$ cat config.mk
export PLATFORM = sky130hd
export DESIGN_NAME = lottery_ticket_scheduler_core_flat
export DESIGN_NICKNAME = d
export VERILOG_FILES = /design/src/rtl/core/lts_pkg.sv /design/src/rtl/core/lts_if.sv /design/src/rtl/core/lottery_ticket_scheduler_core.sv /design/src/rtl/core/lts_cell.sv /design/src/rtl/core/lts_mod.sv /design/src/flat_wrapper.sv
export SDC_FILE = /design/constraint.sdc
export NUM_CORES = 1
export LEC_CHECK = 0
export BUFFER_PORTS_ARGS = -buffer_cell sky130_fd_sc_hd__clkbuf_2
export CAP_MARGIN = 10
export CORE_ASPECT_RATIO = 0.6
export CORE_MARGIN = 2
export CORE_UTILIZATION = 55
export CTS_CLUSTER_DIAMETER = 40
export DETAILED_ROUTE_END_ITERATION = 10
export GPL_TIMING_DRIVEN = 0
export HOLD_SLACK_MARGIN = 0.12
export MAX_ROUTING_LAYER = met4
export PLACE_DENSITY = 0.75
export SETUP_SLACK_MARGIN = 0.4
export SLEW_MARGIN = 20
export SYNTH_ARGS = -nofsm -noshare
export SYNTH_HDL_FRONTEND = slang
export SYNTH_HIERARCHICAL = 1
export SYNTH_SLANG_ARGS = --single-unit
$ cat constraint.sdc
create_clock -name i_clk -period 4.6 [get_ports i_clk]
set_input_delay 0.92 -clock i_clk [delete_from_list [all_inputs] [get_ports i_clk]]
set_output_delay 0.92 -clock i_clk [all_outputs]
set_load 0.005 [all_outputs]
$ cat src/rtl/core/lts_pkg.sv
// ----------------------------------------------------------------------------
// Lottery ticket scheduler package
// Shared constants, widths and status codes for the scheduler core.
// ----------------------------------------------------------------------------
`default_nettype none
package lts_pkg;
    localparam int SLOTS_DEF       = 16;
    localparam int TICKET_BITS_DEF = 10;
    localparam int ID_W            = 16;
    localparam int TCNT_W          = 10;
    localparam int RND_W           = 32;
    localparam int TOT_OUT_W       = 14;

    localparam logic [1:0] ST_OK    = 2'd0;
    localparam logic [1:0] ST_FULL  = 2'd1;
    localparam logic [1:0] ST_EMPTY = 2'd2;
    localparam logic [1:0] ST_ZERO  = 2'd3;

    localparam logic REQ_ADD  = 1'b0;
    localparam logic REQ_DRAW = 1'b1;
endpackage
`default_nettype wire

$ cat src/rtl/core/lts_if.sv
// ----------------------------------------------------------------------------
// Lottery scheduler channel interfaces
// Valid/ready channels for request and result words.
// ----------------------------------------------------------------------------
`default_nettype none
interface lts_req_if;
    logic                       valid;
    logic                       ready;
    logic                       req_type;
    logic [lts_pkg::ID_W-1:0]   proc_id;
    logic [lts_pkg::TCNT_W-1:0] tickets;
    logic [lts_pkg::RND_W-1:0]  random_value;
    modport source (output valid, req_type, proc_id, tickets, random_value,
                    input ready);
    modport sink   (input valid, req_type, proc_id, tickets, random_value,
                    output ready);
endinterface

interface lts_rsp_if;
    logic                          valid;
    logic                          ready;
    logic [1:0]                    status;
    logic [lts_pkg::ID_W-1:0]      chosen_id;
    logic [lts_pkg::TOT_OUT_W-1:0] ticket_total;
    modport source (output valid, status, chosen_id, ticket_total, input ready);
    modport sink   (input valid, status, chosen_id, ticket_total, output ready);
endinterface
`default_nettype wire

$ cat src/rtl/core/lottery_ticket_scheduler_core.sv
// ----------------------------------------------------------------------------
// Lottery ticket scheduler core
// Holds ready threads in a ring of cells and draws a ticket-weighted winner.
// ----------------------------------------------------------------------------
// Channel | Dir | Word
// i_req   | in  | req_type, proc_id, tickets, random_value
// o_rsp   | out | status, chosen_id, ticket_total
//
// The table is a ring of SLOTS cells; the first n cells hold the entries and
// cell 0 is the head. Every request first sums the tickets by rotating the
// ring once through S_SUM; an add or a draw that ends early (empty table, zero
// total) then goes straight to S_DONE. A full draw starts the divider in S_MOD,
// waits for the serial modulo in S_WAIT and walks the ring once more in S_WALK
// before S_DONE. Reset (synchronous, active low) empties the table, returns
// the control to S_IDLE and clears the result valid. A result waits in its
// output register; the next request is taken meanwhile and only its final
// state, S_DONE, stalls until the waiting result is taken.
// ----------------------------------------------------------------------------
`default_nettype none
module lottery_ticket_scheduler_core #(
    parameter int SLOTS       = lts_pkg::SLOTS_DEF,
    parameter int TICKET_BITS = lts_pkg::TICKET_BITS_DEF
) (
    input wire logic i_clk,
    input wire logic i_rst_n,
    lts_req_if.sink   i_req,
    lts_rsp_if.source o_rsp
);
    localparam int CNTW = $clog2(SLOTS + 1);
    localparam int SUMW = TICKET_BITS + $clog2(SLOTS + 1);
    localparam int OW   = lts_pkg::TOT_OUT_W;

    localparam logic [2:0] S_IDLE = 3'd0, S_SUM = 3'd1, S_MOD = 3'd2,
                           S_WAIT = 3'd3, S_WALK = 3'd4, S_DONE = 3'd5;

    logic [2:0]                r_st;
    logic [CNTW-1:0]           r_count, r_step;
    logic [SUMW-1:0]           r_sum, r_run, r_draw;
    logic                      r_req;
    logic [lts_pkg::ID_W-1:0]  r_tid;
    logic [TICKET_BITS-1:0]    r_tk;
    logic [lts_pkg::RND_W-1:0] r_rnd;
    logic                      r_found, r_ov;
    logic [1:0]                r_wstatus;
    logic [lts_pkg::ID_W-1:0]  r_wchosen;
    logic [1:0]                r_status;
    logic [lts_pkg::ID_W-1:0]  r_chosen;
    logic [OW-1:0]             r_total;

    logic [lts_pkg::ID_W-1:0] w_id [SLOTS];
    logic [TICKET_BITS-1:0]   w_tk [SLOTS];
    logic [lts_pkg::ID_W-1:0] w_nid [SLOTS];
    logic [TICKET_BITS-1:0]   w_ntk [SLOTS];
    logic                     w_rot, w_drop, w_move, w_mod_start, w_mod_done;
    logic                     w_fire, w_take, w_append;
    logic [SUMW-1:0]          w_rem, w_run_nx;

    // Ring over the active prefix [0, count): each cell takes its successor and
    // the last active cell takes the head. On a drop the head word is lost and
    // the prefix shrinks by one. An append loads the cell just past the prefix.
    genvar g;
    for (g = 0; g < SLOTS; g++) begin : g_cell
        logic w_ld;
        assign w_ld = w_append && (CNTW'(g) == r_count);
        if (g == SLOTS - 1) begin : g_last
            assign w_nid[g] = w_ld ? r_tid : w_id[0];
            assign w_ntk[g] = w_ld ? r_tk  : w_tk[0];
        end else begin : g_mid
            assign w_nid[g] = w_ld ? r_tid :
                              ((CNTW'(g + 1) == r_count) && !w_drop) ? w_id[0] : w_id[g+1];
            assign w_ntk[g] = w_ld ? r_tk :
                              ((CNTW'(g + 1) == r_count) && !w_drop) ? w_tk[0] : w_tk[g+1];
        end
        lts_cell #(.TB(TICKET_BITS)) u_cell (
            .i_clk(i_clk), .i_shift(w_move && (CNTW'(g) < r_count)),
            .i_load(w_ld),
            .i_id(w_nid[g]), .i_tk(w_ntk[g]), .o_id(w_id[g]), .o_tk(w_tk[g]));
    end

    assign w_run_nx = r_run + SUMW'(w_tk[0]);

    lts_mod #(.TW(SUMW)) u_mod (
        .i_clk(i_clk), .i_rst_n(i_rst_n), .i_start(w_mod_start),
        .i_num(r_rnd), .i_den(r_sum), .o_done(w_mod_done), .o_rem(w_rem));

    // The walk visits the entries in order; the first one whose running sum
    // passes the draw is dropped, and the rotation continues until the ring is
    // back in its original order.
    assign w_mod_start = (r_st == S_MOD);
    assign w_drop  = (r_st == S_WALK) && (r_step != '0) && !r_found && (w_run_nx > r_draw);
    assign w_rot   = ((r_st == S_SUM) || (r_st == S_WALK)) && (r_step != '0) && !w_drop;
    assign w_move  = w_rot || w_drop;
    assign w_take  = r_ov && o_rsp.ready;
    assign w_fire  = (r_st == S_DONE) && (!r_ov || o_rsp.ready);
    assign w_append = w_fire && (r_req == lts_pkg::REQ_ADD) && (r_count != CNTW'(SLOTS));
    assign i_req.ready = (r_st == S_IDLE);

    always_ff @(posedge i_clk) begin
        if (!i_rst_n) begin
            r_st <= S_IDLE;
            r_count <= '0;
            r_ov <= 1'b0;
        end else begin
            if (w_fire) r_ov <= 1'b1;
            else if (w_take) r_ov <= 1'b0;
            if (w_fire) begin
                r_status <= r_wstatus;
                r_chosen <= r_wchosen;
                r_total  <= OW'(r_sum);
            end
            case (r_st)
                S_IDLE: begin
                    if (i_req.valid) begin
                        r_req <= i_req.req_type; r_tid <= i_req.proc_id;
                        r_tk  <= TICKET_BITS'(i_req.tickets);
                        r_rnd <= i_req.random_value;
                        r_sum <= '0; r_step <= r_count; r_st <= S_SUM;
                    end
                end
                S_SUM: begin
                    if (r_step != '0) begin
                        r_sum  <= r_sum + SUMW'(w_tk[0]);
                        r_step <= r_step - CNTW'(1);
                    end else if (r_req == lts_pkg::REQ_ADD) begin
                        if (r_count == CNTW'(SLOTS)) begin
                            r_wstatus <= lts_pkg::ST_FULL; r_wchosen <= '0;
                        end else begin
                            r_wstatus <= lts_pkg::ST_OK; r_wchosen <= r_tid;
                        end
                        r_st <= S_DONE;
                    end else if (r_count == '0) begin
                        r_wstatus <= lts_pkg::ST_EMPTY; r_wchosen <= '0; r_st <= S_DONE;
                    end else if (r_sum == '0) begin
                        r_wstatus <= lts_pkg::ST_ZERO; r_wchosen <= '0; r_st <= S_DONE;
                    end else begin
                        r_st <= S_MOD;
                    end
                end
                S_MOD: r_st <= S_WAIT;
                S_WAIT: begin
                    if (w_mod_done) begin
                        r_draw <= w_rem; r_run <= '0; r_found <= 1'b0;
                        r_step <= r_count; r_st <= S_WALK;
                    end
                end
                S_WALK: begin
                    if (r_step == '0) begin
                        r_wstatus <= lts_pkg::ST_OK; r_st <= S_DONE;
                    end else begin
                        if (w_drop) begin
                            r_wchosen <= w_id[0]; r_found <= 1'b1;
                            r_count <= r_count - CNTW'(1);
                        end else begin
                            r_run <= w_run_nx;
                        end
                        r_step <= r_step - CNTW'(1);
                    end
                end
                S_DONE: begin
                    if (w_fire) begin
                        r_st <= S_IDLE;
                        if (w_append) r_count <= r_count + CNTW'(1);
                    end
                end
                default: r_st <= S_IDLE;
            endcase
        end
    end

    assign o_rsp.valid        = r_ov;
    assign o_rsp.status       = r_status;
    assign o_rsp.chosen_id    = r_chosen;
    assign o_rsp.ticket_total = r_total;

    a_count: assert property (@(posedge i_clk) disable iff (!i_rst_n)
        r_count <= CNTW'(SLOTS)) else $error("count overflow");
    a_hold: assert property (@(posedge i_clk) disable iff (!i_rst_n)
        (r_ov && !o_rsp.ready) |=> r_ov) else $error("result lost");
    a_stable: assert property (@(posedge i_clk) disable iff (!i_rst_n)
        (r_ov && !o_rsp.ready) |=> ($stable(o_rsp.chosen_id) && $stable(o_rsp.status)))
        else $error("result changed while waiting");
endmodule
`default_nettype wire

$ cat src/rtl/core/lts_cell.sv
// ----------------------------------------------------------------------------
// Lottery scheduler table cell
// One slot of the table; takes its neighbor's word on a shift or a new entry on a load.
// ----------------------------------------------------------------------------
`default_nettype none
module lts_cell #(
    parameter int TB = lts_pkg::TICKET_BITS_DEF
) (
    input  wire logic                     i_clk,
    input  wire logic                     i_shift,
    input  wire logic                     i_load,
    input  wire logic [lts_pkg::ID_W-1:0] i_id,
    input  wire logic [TB-1:0]            i_tk,
    output logic      [lts_pkg::ID_W-1:0] o_id,
    output logic      [TB-1:0]            o_tk
);
    logic [lts_pkg::ID_W-1:0] r_id;
    logic [TB-1:0]            r_tk;
    always_ff @(posedge i_clk) begin
        if (i_shift || i_load) begin
            r_id <= i_id;
            r_tk <= i_tk;
        end
    end
    assign o_id = r_id;
    assign o_tk = r_tk;
endmodule
`default_nettype wire

$ cat src/rtl/core/lts_mod.sv
// ----------------------------------------------------------------------------
// Serial modulo unit
// Restoring remainder of a 32-bit value by the ticket total, one bit a cycle.
// ----------------------------------------------------------------------------
`default_nettype none
module lts_mod #(
    parameter int TW = 14
) (
    input  wire logic                        i_clk,
    input  wire logic                        i_rst_n,
    input  wire logic                        i_start,
    input  wire logic [lts_pkg::RND_W-1:0]   i_num,
    input  wire logic [TW-1:0]               i_den,
    output logic                             o_done,
    output logic      [TW-1:0]               o_rem
);
    localparam int CW = $clog2(lts_pkg::RND_W + 1);
    logic [lts_pkg::RND_W-1:0] r_num;
    logic [TW-1:0]             r_rem;
    logic [TW-1:0]             r_den;
    logic [CW-1:0]             r_cnt;
    logic                      r_busy;
    logic [TW:0]               n_try;
    logic [TW:0]               n_diff;

    // The remainder stays below the divisor, so the top bit of the difference
    // is the borrow of the trial subtraction.
    assign n_try  = {r_rem, r_num[lts_pkg::RND_W-1]};
    assign n_diff = n_try - {1'b0, r_den};

    always_ff @(posedge i_clk) begin
        if (!i_rst_n) begin
            r_busy <= 1'b0;
            o_done <= 1'b0;
            r_cnt  <= '0;
        end else begin
            o_done <= 1'b0;
            if (i_start) begin
                r_busy <= 1'b1;
                r_num  <= i_num;
                r_den  <= i_den;
                r_rem  <= '0;
                r_cnt  <= CW'(lts_pkg::RND_W);
            end else if (r_busy) begin
                r_num <= {r_num[lts_pkg::RND_W-2:0], 1'b0};
                if (!n_diff[TW]) r_rem <= n_diff[TW-1:0];
                else r_rem <= n_try[TW-1:0];
                r_cnt <= r_cnt - CW'(1);
                if (r_cnt == CW'(1)) begin
                    r_busy <= 1'b0;
                    o_done <= 1'b1;
                end
            end
        end
    end
    assign o_rem = r_rem;
endmodule
`default_nettype wire

$ cat src/flat_wrapper.sv
// flat-port wrapper written by rule: the top's interface ports become plain ports
module lottery_ticket_scheduler_core_flat 
#(
    parameter int SLOTS       = lts_pkg::SLOTS_DEF,
    parameter int TICKET_BITS = lts_pkg::TICKET_BITS_DEF
)
  (i_clk, i_rst_n, i_req_valid, i_req_req_type, i_req_proc_id, i_req_tickets, i_req_random_value, i_req_ready, o_rsp_valid, o_rsp_status, o_rsp_chosen_id, o_rsp_ticket_total, o_rsp_ready);
  lts_req_if i_req_i ();
  lts_rsp_if o_rsp_i ();
  input wire logic i_clk;
  input wire logic i_rst_n;
  input wire logic [$bits(i_req_i.valid)-1:0] i_req_valid;
  input wire logic [$bits(i_req_i.req_type)-1:0] i_req_req_type;
  input wire logic [$bits(i_req_i.proc_id)-1:0] i_req_proc_id;
  input wire logic [$bits(i_req_i.tickets)-1:0] i_req_tickets;
  input wire logic [$bits(i_req_i.random_value)-1:0] i_req_random_value;
  output wire logic [$bits(i_req_i.ready)-1:0] i_req_ready;
  output wire logic [$bits(o_rsp_i.valid)-1:0] o_rsp_valid;
  output wire logic [$bits(o_rsp_i.status)-1:0] o_rsp_status;
  output wire logic [$bits(o_rsp_i.chosen_id)-1:0] o_rsp_chosen_id;
  output wire logic [$bits(o_rsp_i.ticket_total)-1:0] o_rsp_ticket_total;
  input wire logic [$bits(o_rsp_i.ready)-1:0] o_rsp_ready;
  assign i_req_i.valid = i_req_valid;
  assign i_req_i.req_type = i_req_req_type;
  assign i_req_i.proc_id = i_req_proc_id;
  assign i_req_i.tickets = i_req_tickets;
  assign i_req_i.random_value = i_req_random_value;
  assign i_req_ready = i_req_i.ready;
  assign o_rsp_valid = o_rsp_i.valid;
  assign o_rsp_status = o_rsp_i.status;
  assign o_rsp_chosen_id = o_rsp_i.chosen_id;
  assign o_rsp_ticket_total = o_rsp_i.ticket_total;
  assign o_rsp_i.ready = o_rsp_ready;
  lottery_ticket_scheduler_core #(.SLOTS(SLOTS), .TICKET_BITS(TICKET_BITS)) u_core (.i_clk(i_clk), .i_rst_n(i_rst_n), .i_req(i_req_i), .o_rsp(o_rsp_i));
endmodule
==> results by group, run 1 <==
Clock tree
  – CTS Buf Count: 70
  – H-tree depth: 3
  – Num Clock Sinks: 655
  – Skew-Pair Late Insertion Delay: 0.64 ns
  – Number of buffers on the longest clock path: 3
  – Clk root buf: clkbuf_16
  – Clock-pin slew on the worst setup and hold paths: 0.06 ns
  – TritonCTS clock tree: yes

Synth
  – Ys Warns: 6
  – Mapped Nets: 2,930
  – Yosys cell types: 89
  – Post-synth EDFFs: 638
  – Top_reg_cell synth: edfxtp_1
  – Register area share after synthesis: 58.1%
  – Mapped Area: 33,600 um^2
  – Seq cells post-synth: 655
  – Share of the synthesized area in the top cell type: 57.0%
  – Synth Instances: 2,805
  – Post-synth ARST share: 0%
  – Synth area leaders: edfxtp_1, mux2i_1, a21oi_1
  – Synth area leader: edfxtp_1
  – Avg Cell Area, Syn: 12.0 um^2

Place
  – Port-buffer cells: 96
  – DP Worst Slack: -1.40 ns
  – GPL Wtd Cong: 1.01
  – Post-DP HPWL: 76,200 um

Worst setup path
  – Crit path max fanout: 8
  – R2R depth: 20
  – CP endpoint kind: register
  – R2R Setup Slk: -0.13 ns
  – Element type at the critical path start: register
  – Worst r2r src: u_core/g_cell[0].u_cell/o_tk[1]
  – Critical Path RT: 4.94 ns
  – Worst flop-to-flop path endpoint: u_core/g_cell[11].u_cell/o_id[12]
  – Worst Path Arrival: 5.07 ns
  – WS Path Type: register to register

Finish
  – Proportion of layout cells with a drive suffix above 1: 22.3%
  – Most common cell after layout, fill and taps aside: edfxtp_1
  – Nets@finish: 3,249
  – Most frequent cells in the layout: edfxtp_1, nor2_1, a21oi_1, mux2i_1, nand2_1
  – Post-synthesis to final-layout area growth: 21.8%
  – FILL cells: 4,421

Global route
  – Gr usage total: 34.1%
  – Antenna violations before repair: 2
  – Remaining Overflow, GRT: 0
  – Vias in the first global route: 24,100
  – First-pass GRT wire length: 154,000 um
  – Largest net degree at the start of global routing: 51

Pwr
  – Pwr Total: 12,800 uW
  – Pwr dens: 312 nW/um^2
  – Max IR drop VDD: 0.000289 V
  – P_leak: 0.0167 uW

Routing
  – Via/cell ratio: 6.54
  – Post-Route WL: 110,000 um
  – DRC Markers: 0
  – Avg WL per Cell: 27.5 um
  – Starting DRC count in detailed routing: 4,171
  – Vias: 26,200
  – DR pass1 iterations: 5
  – Post-DRT Antenna Nets: 0

STA
  – Fin. Hold Viols: 0
  – Crit path time final: 4.73 ns
  – Slew headroom: 26.5%
  – Final setup skew: 0.0219 ns
  – Worst slew pin tran: 1.09 ns
  – Final hold slack: 0.431 ns
  – Slew Limit Fails: 0
  – Fmax: 211 MHz
  – Final setup margin: -0.133 ns
  – RSZ-0062 raised after global routing: yes
  – Final period utilization: 103%
  – Count of final setup violators: 281
  – Fin Setup TNS: -13.41 ns

Die
  – Row count: 70
  – Die height: 195 um
  – Die area: 63,100 um^2
  – Die width: 323 um
  – Core area: 60,600 um^2
  – Initial cell density of the core: 55.4%
  – I/O pins: 97

Worst hold path
  – Hold depth: 0
  – Hold EP: u_core/o_rsp.chosen_id[9]
  – Hold WC Path Type: register to register
  – Hold wc startpoint: u_core/r_wchosen[9]

Outcome
  – Violated checks: negative setup slack
  – Outcome: finished, violations left

Run
  – Max-Cap Viols: 0
[cells in the mapped netlist (7+ instances only)]
cell,n
nor3b_1,7
ha_1,59
o21ai_1,42
buf_2,40
xnor2_1,21
nor2_1,325
nor2b_1,9
xor2_1,11
buf_12,18
mux2_2,59
o21a_1,15
o21ai_0,56
buf_1,17
mux2i_1,323
clkbuf_1,137
buf_4,15
a21o_1,37
inv_1,68
edfxtp_1,638
and2_1,48
nand3_1,21
and3_1,36
nor3_1,27
nand4_1,7
nand2_1,153
a22o_1,26
or2_1,16
dfxtp_1,17
a21oi_1,336
o31ai_1,7
a211oi_1,20
a221o_1,53
buf_6,16
[logic make-up after synthesis]
family	count (synthesis)	synth area share, %
adders and majority gates	62	2.38
muxes	383	11.6
and+or+nand+nor	697	9.60
DFF	655	58.1
AOI/OAI and AO/OA	657	12.4
buffers and inverters	319	5.13
xor gates and xnor gates	32	0.834
[final cells by class]
cell class | count | area [um^2] | share of cell area (%)
diodes | 2 | 5.00 | 0.0122
plain buffers | 248 | 1780 | 4.34
well taps | 828 | 1040 | 2.53
flip-flops and latches | 655 | 19500 | 47.7
clock buffers | 89 | 1900 | 4.63
inverters | 71 | 270 | 0.661
multi-input cells | 1834 | 13500 | 33.1
repair buffers | 244 | 2580 | 6.30
clock inverters | 36 | 315 | 0.771
[how the worst max path moves through the flow]
stage          depth (start not counted)                       startpoint                           endpoint
5_1_grt                               21  u_core/g_cell[0].u_cell/o_tk[1]    u_core/g_cell[9].u_cell/o_tk[8]
2_1_floorplan                         18  u_core/g_cell[0].u_cell/o_tk[0]   u_core/g_cell[7].u_cell/o_id[10]
6_report                              20  u_core/g_cell[0].u_cell/o_tk[1]  u_core/g_cell[11].u_cell/o_id[12]
3_3_place_gp                          16  u_core/g_cell[0].u_cell/o_tk[2]  u_core/g_cell[10].u_cell/o_id[10]
3_5_place_dp                          16  u_core/g_cell[0].u_cell/o_tk[2]  u_core/g_cell[10].u_cell/o_id[10]
4_1_cts                               20  u_core/g_cell[0].u_cell/o_tk[0]   u_core/g_cell[13].u_cell/o_tk[3]
[timing repair]
action / CTS / global route
buffers inserted: 71 / 40
endpoints found under the setup margin: 661 / 687
hold endpoints to repair: 0 / 0
pin swaps: 128 / 203
resized for setup: 171 / 228
hold buffers: 0 / 0
gates cloned: 19 / 18
[power by group]
group / total (uW) / internal (uW) / leakage [uW] / switching (uW)
clock network: 5580 / 3120 / 0.00107 / 2460
registers: 6630 / 6580 / 0.00590 / 58.2
logic: 561 / 206 / 0.00977 / 355
[through the flow]
stage	area, um^2	std cells	util (%)
6_report	40900	4007	67.5
5_1_grt	40900	4007	67.5
4_1_cts	39300	3947	64.8
3_5_place_dp	35200	3732	58.1
3_3_place_gp	35100	3729	57.9
2_1_floorplan	33600	2805	-
[sequential cells by signal, indices dropped and copies added, names as in the netlist, 16 cells and up]
signal,flops
u_core/u_mod/r_num,32
u_core/g_cell.u_cell/o_tk,160
u_core/o_rsp.chosen_id,16
u_core/r_rnd,32
u_core/g_cell.u_cell/o_id,256
u_core/r_tid,16
u_core/r_wchosen,16
[metal layers]
| layer | vias to the layer above | share of wire (%) | GRT usage, % |
|---|---|---|---|
| met2 | 1957 | 38 | 41.3 |
| li1 | 11000 | - | - |
| met1 | 13100 | 44 | 54.5 |
| met4 | 0 | 1.4 | 6.80 |
| met5 | - | 0 | - |
| met3 | 127 | 17 | 10.9 |
[worst max-delay path, cell delays in order, from the launching register on]
cell and delay, ns:
edfxtp_1 0.39, buf_12 0.15, clkinvlp_4 0.16, fa_2 0.42, nor2b_4 0.15, o31a_1 0.23
o41ai_4 0.08, buf_6 0.15, a2111oi_4 0.30, xor2_1 0.11, buf_4 0.17, ha_4 0.27
nand4_1 0.24, nor2_2 0.25, o31ai_4 0.17, buf_6 0.18, a32oi_4 0.28, buf_12 0.22
buf_12 0.16, mux2i_2 0.23, a21oi_1 0.11
No activity file was read; power rests on OpenSTA's default activity.
==> inputs of run 2 (changes only) <==
RECOVER_POWER = 100   (was unset)
==> run 2 against run 1 <==
Net effect: the flow finishes with violations (max-capacitance violations, max-slew violations, negative setup slack); largest cell class unchanged; sequential cell count unchanged; setup slack got worse by 0.010 ns; fmax decreased by 0.22%; highest routed layer unchanged.
==> results by group, run 2 (same netlist as run 1, synthesis figures left out) <==
Outcome
  – Outcome: finished, violations left
  – Violated checks: max-capacitance violations, max-slew violations, negative setup slack

STA
  – Worst slew pin tran: 2.22 ns (+1.13 ns)
  – Final hold slack: 0.428 ns (-0.00247 ns)
  – Count of final setup violators: 291 (+3.6%)
  – Slew headroom: -50.2% (-77 points)
  – Fmax: 211 MHz (-0.22%)
  – Slew Limit Fails: 44 (+44)
  – Fin Setup TNS: -15.56 ns (-2.15 ns)
  – Crit path time final: 4.74 ns (+0.0105 ns)
  – Final setup skew: 0.0240 ns (+0.00210 ns)
  – Final setup margin: -0.143 ns (-0.0105 ns)
  – Final period utilization: 103% (+0.23 points)
  – RSZ-0062 raised after global routing: yes
  – Fin. Hold Viols: 0 (unchanged)

Routing
  – Top layer in use: met4
  – Post-Route WL: 110,000 um (+0.27%)
  – Met3 wire length: 18,000 um (-1.5%)
  – Avg WL per Cell: 27.5 um (+0.22%)
  – DR pass1 iterations: 5 (unchanged)
  – Starting DRC count in detailed routing: 4,061 (-2.6%)
  – Post-DRT Antenna Nets: 0 (unchanged)
  – Met2 WL: 41,800 um (+0.46%)
  – Met1 Routed Length: 49,100 um (+0.79%)
  – DRC Markers: 0 (unchanged)
  – Vias: 26,100 (-0.16%)
  – Via/cell ratio: 6.52 (-0.21%)

Place
  – Cell total after placement: 3,732 (unchanged)
  – GPL Wtd Cong: 1.01 (unchanged)
  – Placed Instance Area: 35,200 um^2 (unchanged)
  – Port-buffer cells: 96 (unchanged)
  – Post-DP HPWL: 76,200 um (unchanged)
  – DP Worst Slack: -1.40 ns (unchanged)

Clock tree
  – CTS Buf Count: 70 (unchanged)
  – TritonCTS clock tree: yes
  – H-tree depth: 3 (unchanged)
  – Skew-Pair Late Insertion Delay: 0.64 ns (about the same)
  – Post-CTS Hold Fix Bufs: 0 (unchanged)
  – Clk root buf: clkbuf_16
  – Clock-pin slew on the worst setup and hold paths: 0.07 ns (about the same)
  – Num Clock Sinks: 655 (unchanged)
  – Number of buffers on the longest clock path: 3 (unchanged)

Worst setup path
  – CP endpoint kind: register
  – WP buf/inv: 3 (-4)
  – Crit-path max cell delay: 0.60 ns (+0.18 ns)
  – Largest delay contributor family on the critical path: compound AO/OA/AOI/OAI gates
  – Critical-path cell list: ha_4, a211o_4, a2111oi_4, o31ai_4, a21oi_2, xnor2_2, ha_2, nand4_1, nor2_2, o31ai_4, buf_6, a32oi_4, buf_12, buf_12, mux2i_2, a21oi_1
  – R2R Setup Slk: -0.14 ns (about the same)
  – Worst r2r src: u_core/g_cell[0].u_cell/o_tk[2]
  – Critical Path RT: 4.95 ns (about the same)
  – Worst Path Arrival: 5.10 ns (+0.03 ns)
  – WS Path Type: register to register
  – Crit path max fanout: 8 (unchanged)
  – R2R depth: 16 (-20%)
  – CP max-delay cell: edfxtp_1
  – Element type at the critical path start: register
  – Worst flop-to-flop path endpoint: u_core/g_cell[11].u_cell/o_id[7]

Global route
  – Gr usage total: 34.1% (unchanged)
  – Remaining Overflow, GRT: 0 (unchanged)
  – Largest net degree at the start of global routing: 51 (unchanged)
  – Vias in the first global route: 24,100 (unchanged)
  – First-pass GRT wire length: 154,000 um (unchanged)
  – Antenna violations before repair: 3 (+1)

Pwr
  – Pwr dens: 313 nW/um^2 (+0.36%)
  – P_leak: 0.0166 uW (-0.99%)
  – Max IR drop VDD: 0.000289 V (about the same)

Worst hold path
  – Hold WC Path Type: register to register
  – Hold wc startpoint: u_core/r_wchosen[2]
  – Hold depth: 0 (unchanged)
  – Hold EP: u_core/o_rsp.chosen_id[2]

Die
  – I/O pins: 97 (unchanged)
  – Die height: 195 um (unchanged)
  – Row count: 70 (unchanged)
  – Die width: 323 um (unchanged)
  – Initial cell density of the core: 55.4% (unchanged)
  – Die area: 63,100 um^2 (unchanged)
  – Core area: 60,600 um^2 (unchanged)

Finish
  – Finished Cell Area: 40,800 um^2 (-0.40%)
  – Post-synthesis to final-layout area growth: 21.3%
  – Nets@finish: 3,249 (unchanged)
  – Most common cell after layout, fill and taps aside: edfxtp_1
  – Non-filler instance count after layout: 4,009 (+0.050%)
  – Proportion of layout cells with a drive suffix above 1: 20.7% (-1.6 points)
  – Max reg flops: 256 (unchanged)
  – Most frequent cells in the layout: edfxtp_1, nor2_1, a21oi_1, mux2i_1, clkbuf_1

Run
  – Max-Cap Viols: 3 (+3)
run 2: cell count changes in the layout (fill, tap and decap cells not counted), sizes merged:
cell | before | now
buf | 244 | 233
diode | 2 | 4
clkbuf | 337 | 348
run 2: through the flow:
| step | util, % | power (uW) |
|---|---|---|
| finish | 67.2 | 12800 |
| global route | 67.2 | 13100 |
| CTS | 64.8 | 12800 |
| detailed placement | 58.1 | 7220 |
| global placement | 57.9 | 7200 |
| floorplan | - | 7030 |
run 2: power breakdown:
group          leakage, uW  total, uW  switching [uW]  internal [uW]
clock network      0.00107       5580            2460           3120
registers          0.00590       6630            56.8           6580
logic              0.00961        556             355            201
run 2: area by class of cell:
class                   instances  area, um^2
repair buffers                244        2490
clock buffers                  89        1900
inverters                      71         270
plain buffers                 248        1750
well taps                     828        1040
diodes                          4        10.0
fillers                      4473       19900
multi-input cells            1834       13500
clock inverters                36         315
flip-flops and latches        655       19500
run 2: metal layers:
metal / vias up / global-route usage (%)
met4: 0 / 6.80
met5: - / -
met3: 144 / 10.9
met2: 1971 / 41.3
li1: 11100 / -
met1: 13000 / 54.5
run 2: worst register-to-register path: cells and delay by family, from the launching register on:
kind / cells / cell delay (ns)
fa+ha+maj: 2 / 0.70
simple gates: 2 / 0.52
buf+inv: 3 / 0.59
flops: 1 / 0.60
mux: 1 / 0.24
compound gates: 7 / 1.72
xor+xnor: 1 / 0.13
run 2: what timing repair did:
item	4_1_cts	5_1_grt
resized for setup	171	228
pin swaps	128	203
gates cloned	19	18
setup endpoints to repair	661	687
buffers inserted	71	40
run 2: worst max path at each step:
stage / start / endpoint / depth (start not counted) / slack [ns]
2_1_floorplan: u_core/g_cell[0].u_cell/o_tk[0] / u_core/g_cell[7].u_cell/o_id[10] / 18 / 0.43
3_3_place_gp: u_core/g_cell[0].u_cell/o_tk[2] / u_core/g_cell[10].u_cell/o_id[10] / 16 / -1.46
3_5_place_dp: u_core/g_cell[0].u_cell/o_tk[2] / u_core/g_cell[10].u_cell/o_id[10] / 16 / -1.40
4_1_cts: u_core/g_cell[0].u_cell/o_tk[0] / u_core/g_cell[13].u_cell/o_tk[3] / 20 / 0.02
5_1_grt: u_core/g_cell[0].u_cell/o_tk[1] / u_core/g_cell[9].u_cell/o_tk[8] / 21 / -0.19
6_report: u_core/g_cell[0].u_cell/o_tk[2] / u_core/g_cell[11].u_cell/o_id[7] / 16 / -0.14
